$ cat src/rtl/dhf_pkg.sv
`default_nettype none

package dhf_pkg;

   localparam int TABLE_SIZE   = 1048573;
   localparam int PROBE_STEP   = 137;
   localparam int STEP_MOD     = PROBE_STEP % TABLE_SIZE;

   localparam int POS_W        = 31;
   localparam int KEY_W        = 2 * POS_W;
   localparam int CNT_W        = 16;
   localparam int THR_W        = 16;
   localparam int EPOCH_W      = 8;
   localparam int SLOT_W       = $clog2(TABLE_SIZE);
   localparam int PROBE_W      = $clog2(TABLE_SIZE);
   localparam int ENTRY_W      = EPOCH_W + CNT_W + KEY_W;

   localparam int HASH_RADIX_W = 4;
   localparam int HASH_W       = ((KEY_W + HASH_RADIX_W - 1) / HASH_RADIX_W) * HASH_RADIX_W;
   localparam int HASH_STEPS   = HASH_W / HASH_RADIX_W;
   localparam int HASH_CNT_W   = $clog2(HASH_STEPS);

   localparam int REQ_DATA_W   = ((KEY_W + 7) / 8) * 8;
   localparam int RSP_DATA_W   = ((CNT_W + 7) / 8) * 8;
   localparam int RSP_USER_W   = 2;

   localparam int CSR_IDX_W    = 1;
   localparam int CSR_DATA_W   = 16;

   localparam logic [CSR_IDX_W-1:0] CSR_THRESHOLD = 1'd0;
   localparam logic [CSR_IDX_W-1:0] CSR_PAIRED    = 1'd1;

   localparam logic [THR_W-1:0] THRESHOLD_RESET = 16'd1;

   typedef enum logic [2:0] {
      ST_CLEAR,
      ST_IDLE,
      ST_HASH,
      ST_READ,
      ST_CHECK,
      ST_EMIT
   } state_type;

   typedef struct packed {
      logic [EPOCH_W-1:0] epoch;
      logic [CNT_W-1:0]   count;
      logic [KEY_W-1:0]   key;
   } entry_type;

   typedef struct packed {
      logic accept;
      logic epoch_inc;
      logic clear_step;
      logic hash_step;
      logic probe_check;
      logic emit;
   } cmd_type;

   typedef struct packed {
      logic epoch_max;
      logic clear_last;
      logic hash_last;
      logic probe_hit;
      logic probe_last;
      logic rsp_free;
   } status_type;

endpackage

`default_nettype wire

$ cat src/rtl/dhf_ctrl.sv
`default_nettype none

module dhf_ctrl (
   input  wire logic                clock,
   input  wire logic                reset,
   input  wire logic                req_tvalid,
   input  wire logic                req_start_new,
   output logic                     req_tready,
   output dhf_pkg::cmd_type         cmd,
   input  wire dhf_pkg::status_type status
);

   import dhf_pkg::*;

   state_type st_ff, st_in;
   logic      resume_ff, resume_in;

   always_ff @(posedge clock) begin
      if (reset) begin
         st_ff     <= ST_CLEAR;
         resume_ff <= 1'b0;
      end else begin
         st_ff     <= st_in;
         resume_ff <= resume_in;
      end
   end

   always_comb begin
      st_in      = st_ff;
      resume_in  = resume_ff;
      cmd        = '0;
      req_tready = 1'b0;
      unique case (st_ff)
         ST_CLEAR: begin
            cmd.clear_step = 1'b1;
            if (status.clear_last) begin
               st_in     = resume_ff ? ST_HASH : ST_IDLE;
               resume_in = 1'b0;
            end
         end
         ST_IDLE: begin
            req_tready = 1'b1;
            if (req_tvalid) begin
               cmd.accept = 1'b1;
               st_in      = ST_HASH;
               if (req_start_new) begin
                  cmd.epoch_inc = 1'b1;
                  // epoch wraps: old marks become ambiguous, sweep first
                  if (status.epoch_max) begin
                     st_in     = ST_CLEAR;
                     resume_in = 1'b1;
                  end
               end
            end
         end
         ST_HASH: begin
            cmd.hash_step = 1'b1;
            if (status.hash_last) begin
               st_in = ST_READ;
            end
         end
         ST_READ: begin
            st_in = ST_CHECK;
         end
         ST_CHECK: begin
            cmd.probe_check = 1'b1;
            st_in = (status.probe_hit || status.probe_last) ? ST_EMIT : ST_READ;
         end
         ST_EMIT: begin
            if (status.rsp_free) begin
               cmd.emit = 1'b1;
               st_in    = ST_IDLE;
            end
         end
         default: begin
            st_in = ST_IDLE;
         end
      endcase
   end

endmodule

`default_nettype wire

$ cat config.mk
export PLATFORM = sky130hd
export DESIGN_NAME = dhf_ctrl
export DESIGN_NICKNAME = d
export VERILOG_FILES = /design/src/rtl/dhf_pkg.sv /design/src/rtl/dhf_ctrl.sv
export SDC_FILE = /design/constraint.sdc
export NUM_CORES = 1
export LEC_CHECK = 0
export BUFFER_PORTS_ARGS = -buffer_cell sky130_fd_sc_hd__buf_2
export CELL_PAD_IN_SITES_DETAIL_PLACEMENT = 1
export CELL_PAD_IN_SITES_GLOBAL_PLACEMENT = 2
export CORE_MARGIN = 3
export CORE_UTILIZATION = 18
export DETAILED_ROUTE_END_ITERATION = 8
export MAX_ROUTING_LAYER = met4
export PLACE_DENSITY_LB_ADDON = 0.2
export SKIP_LAST_GASP = 1
export SLEW_MARGIN = 15
export SYNTH_ARGS = -nofsm -noshare
export SYNTH_HDL_FRONTEND = slang
export SYNTH_SLANG_ARGS = --single-unit
export TNS_END_PERCENT = 100
$ cat constraint.sdc
create_clock -name clock -period 1.2 [get_ports clock]
set_clock_uncertainty 0.15 [all_clocks]
set_input_delay 0.24 -clock clock [delete_from_list [all_inputs] [get_ports clock]]
set_output_delay 0.24 -clock clock [all_outputs]
set_load 0.02 [all_outputs]
== Word-level counts from Yosys, hierarchy flattened ==
Cells that the tools add are included.
Operators by class
  equality and inequality tests: 11
  multiplexer cells: 23
  reduce and logical (&&, ||, !) cells: 5
Operators by type and width (count)
  $pmux W3 S6: 1
  $mux W3: 5
  $ne A2 B2 Y1 const B: 6
  $mux W1: 11
  $mux W2: 5
  $eq A3 B2 Y1 const B: 2
  $eq A3 B3 Y1 const B: 2
  $reduce_and A5 Y1: 1
  $reduce_and A4 Y1: 1
  $eq A3 B1 Y1 const B: 1
  $logic_not A3 Y1: 1
  $pmux W1 S2: 1
  $reduce_bool A2 Y1: 1
  $logic_or A1 B1 Y1: 1
Word-level totals
  register bits after elaboration: 4
  output and inout bits: 7

== Longest topological paths before layout ==
  depth after elaboration: 4
  depth in mapped cells: 5
  depth with buffers taken out: 4

== Worst setup path before layout ==
No wires, ideal clock.
  path kind: register -> output
  start: reg st_ff[1]
  end: out cmd[4] (netlist bit)
  data arrival time: 1.168 ns
  data required time: 0.810 ns
  path slack: -0.358 ns
  stages on the path, launching flop included: 5
  buffers on the path: 1
  cells stage by stage: dfxtp_1 buf_2 nor2_2 and3_1 and2_1
RTL lines
  start: declaration: line dhf_ctrl.sv:15  | state_type st_ff, st_in;
  start signal: assignment: line dhf_ctrl.sv:23  | st_ff <= st_in;
  end: declaration: line dhf_ctrl.sv:9  | output dhf_pkg::cmd_type cmd,

==> metrics.txt <==
ys flop type dfxtp_1; flops & latches, synth 4; WL/cell 12.4 um; CTS Hold Bufs 0; Layout fillers 179; Post-synth EDFFs 0; Yosys top cell area share 0.269; Placed Cells 79; layout cells sized above 1 0.747; critical-path cell list nor2_4, and3_4, and2_4, buf_6; RSZ-0062 raised after global routing yes; top cells by instance count after synthesis dfxtp_1 (4), nor2b_1 (4), a21oi_1 (3), nand2_1 (3), nor2_1 (3); routability congestion estimate 0.731; leakage 0.310 nW; Distinct cells, synth 21; status finished with violations; die width 46.7 um; row cnt 14; P per Cell Area 843 mW/mm^2; Slew headroom 0.779; DIE HEIGHT 46.7 um; total CTS buffers 3; largest net degree at the start of global routing 7; Async SR Flop Fraction 0; Placed Area 504 um^2; port bufs 16; Hold Path Depth 2; Mapped Area 298 um^2; initial antenna violation count 0; peak supply drop 0.363 mV; fin util 0.447; CORE AREA 0.00152 mm^2; CTS tree built; critical path data arrival time 1150 ps; Worst Setup End Kind output port; failing checks negative setup slack; Final Non-Filler Cells 91; Root Buffer clkbuf_4; Area growth, synth to finish 129%; Warnings, synthesis 0; Routed Antenna Nets 0; DR vias/cell 4.68; Seq/Total Area, Yosys 0.269; initial core utilization 0.195; Crit Path Class reg2out; Yosys top cell by area dfxtp_1; DR vias 426; CTS H-tree depth 1; Net Count, Synth 48; Tcrit/Tclk final 1.28; Remaining Overflow, GRT 0; Max Clock Freq 650 MHz; die area 0.00218 mm^2; Skew-Pair Late Insertion Delay 230 ps; TritonCTS Sinks 4; antenna cells 0; CP startpoint kind flip-flop; Setup violations, final 9; global-route wire length before repair 1.84 mm; Max FO, Critical Path 5; dpl hpwl 839 um; Post-route DRC 0; power after layout 0.575 mW; setup TNS -2400 ps; cell area after layout 682 um^2; post-route minimum period 1540 ps; Cells after Synth 38; CP max stage delay 350 ps; syn_area_per_cell 7.84 um^2; max cap viols 0; worst hold margin 80.1 ps; clk slew on worst S/H paths 40 ps; I/O pins 17; slowest stage cell, crit path dfxtp_4; R2R depth 4; Nets 87; synth top area cells dfxtp_1 (27%), nor2b_1 (8.4%), a21oi_1 (5.0%); final hold violations 0; worst path required time 810 ps; initial DRC count 1; Slew @ Worst Pin 327 ps; wirelength, routed 1.13 mm; clock buffer depth 2; total track usage 0.130; DR pass1 iterations 2; Final WS setup -339 ps; DP Worst Slack -271 ps; number of global-route vias before repair 460; Hold Crit Class in2reg; Slew Limit Fails 0
[worst max-delay path, delay by kind of cell (launching register included)]
| kind | cells | cell delay (ps) |
|---|---|---|
| buffers and inverters | 1 | 100 |
| flip-flops | 1 | 350 |
| AND/OR/NAND/NOR | 3 | 460 |
[final timing paths]
path / endpoint / slack (ps) / startpoint
worst min register to register: st_ff[2] / 510 / st_ff[1]
worst max register to register: st_ff[1] / -140 / st_ff[2]
worst max-delay path: cmd[4] / -340 / st_ff[2]
worst min-delay path: st_ff[2] / 80 / reset
[power by group]
group	internal (mW)	switching (mW)	total, mW
clock network	0.112	0.0525	0.164
logic	0.154	0.106	0.260
registers	0.140	0.0105	0.150
total	0.405	0.169	0.575
[flip-flops by register name (all words and copies together), names as in the netlist]
| register | count |
|---|---|
| st_ff | 3 |
| resume_ff | 1 |
[layout make-up]
class,instances,area (um^2),share of cell area
repair buffers,37,289,0.424
multi-input cells,31,262,0.383
flip-flops and latches,4,88.8,0.130
clock buffers,3,22.5,0.0330
well taps,16,20.0,0.0294
[kinds of logic after synthesis]
family,count (synthesis),share of synthesized area
buffers and inverters,3,0.0588
AO/OA/AOI/OAI,10,0.260
multiplexers,1,0.0336
AND/OR/NAND/NOR,20,0.378
flip-flops,4,0.269
[repair_timing]
item	4_1_cts	5_1_grt
endpoints found under the setup margin	10	11
pin swaps	6	3
endpoints found under the hold margin	0	0
buffers inserted	6	3
resized for setup	25	3
[metal layers]
metal  track usage  routed length [um]  vias to the layer above
li1              -                   -                      213
met1         0.124                 434                      194
met2         0.225                 597                       17
met3        0.0391                  83                        2
met4        0.0829                  15                        0
met5             -                   0                        -
[placed cells by master, fill, tap and decap left out, types with 2 or more instances in the layout]
cell type and n:
nor2b_4 3, and2_4 2, nand3b_1 2, buf_6 9
a31oi_1 2, clkbuf_4 3, nor2_1 3, buf_4 19
buf_2 9, and3_4 2, a21oi_1 3, nand2_1 3
dfxtp_4 2
(Power assumes the default switching activity.)
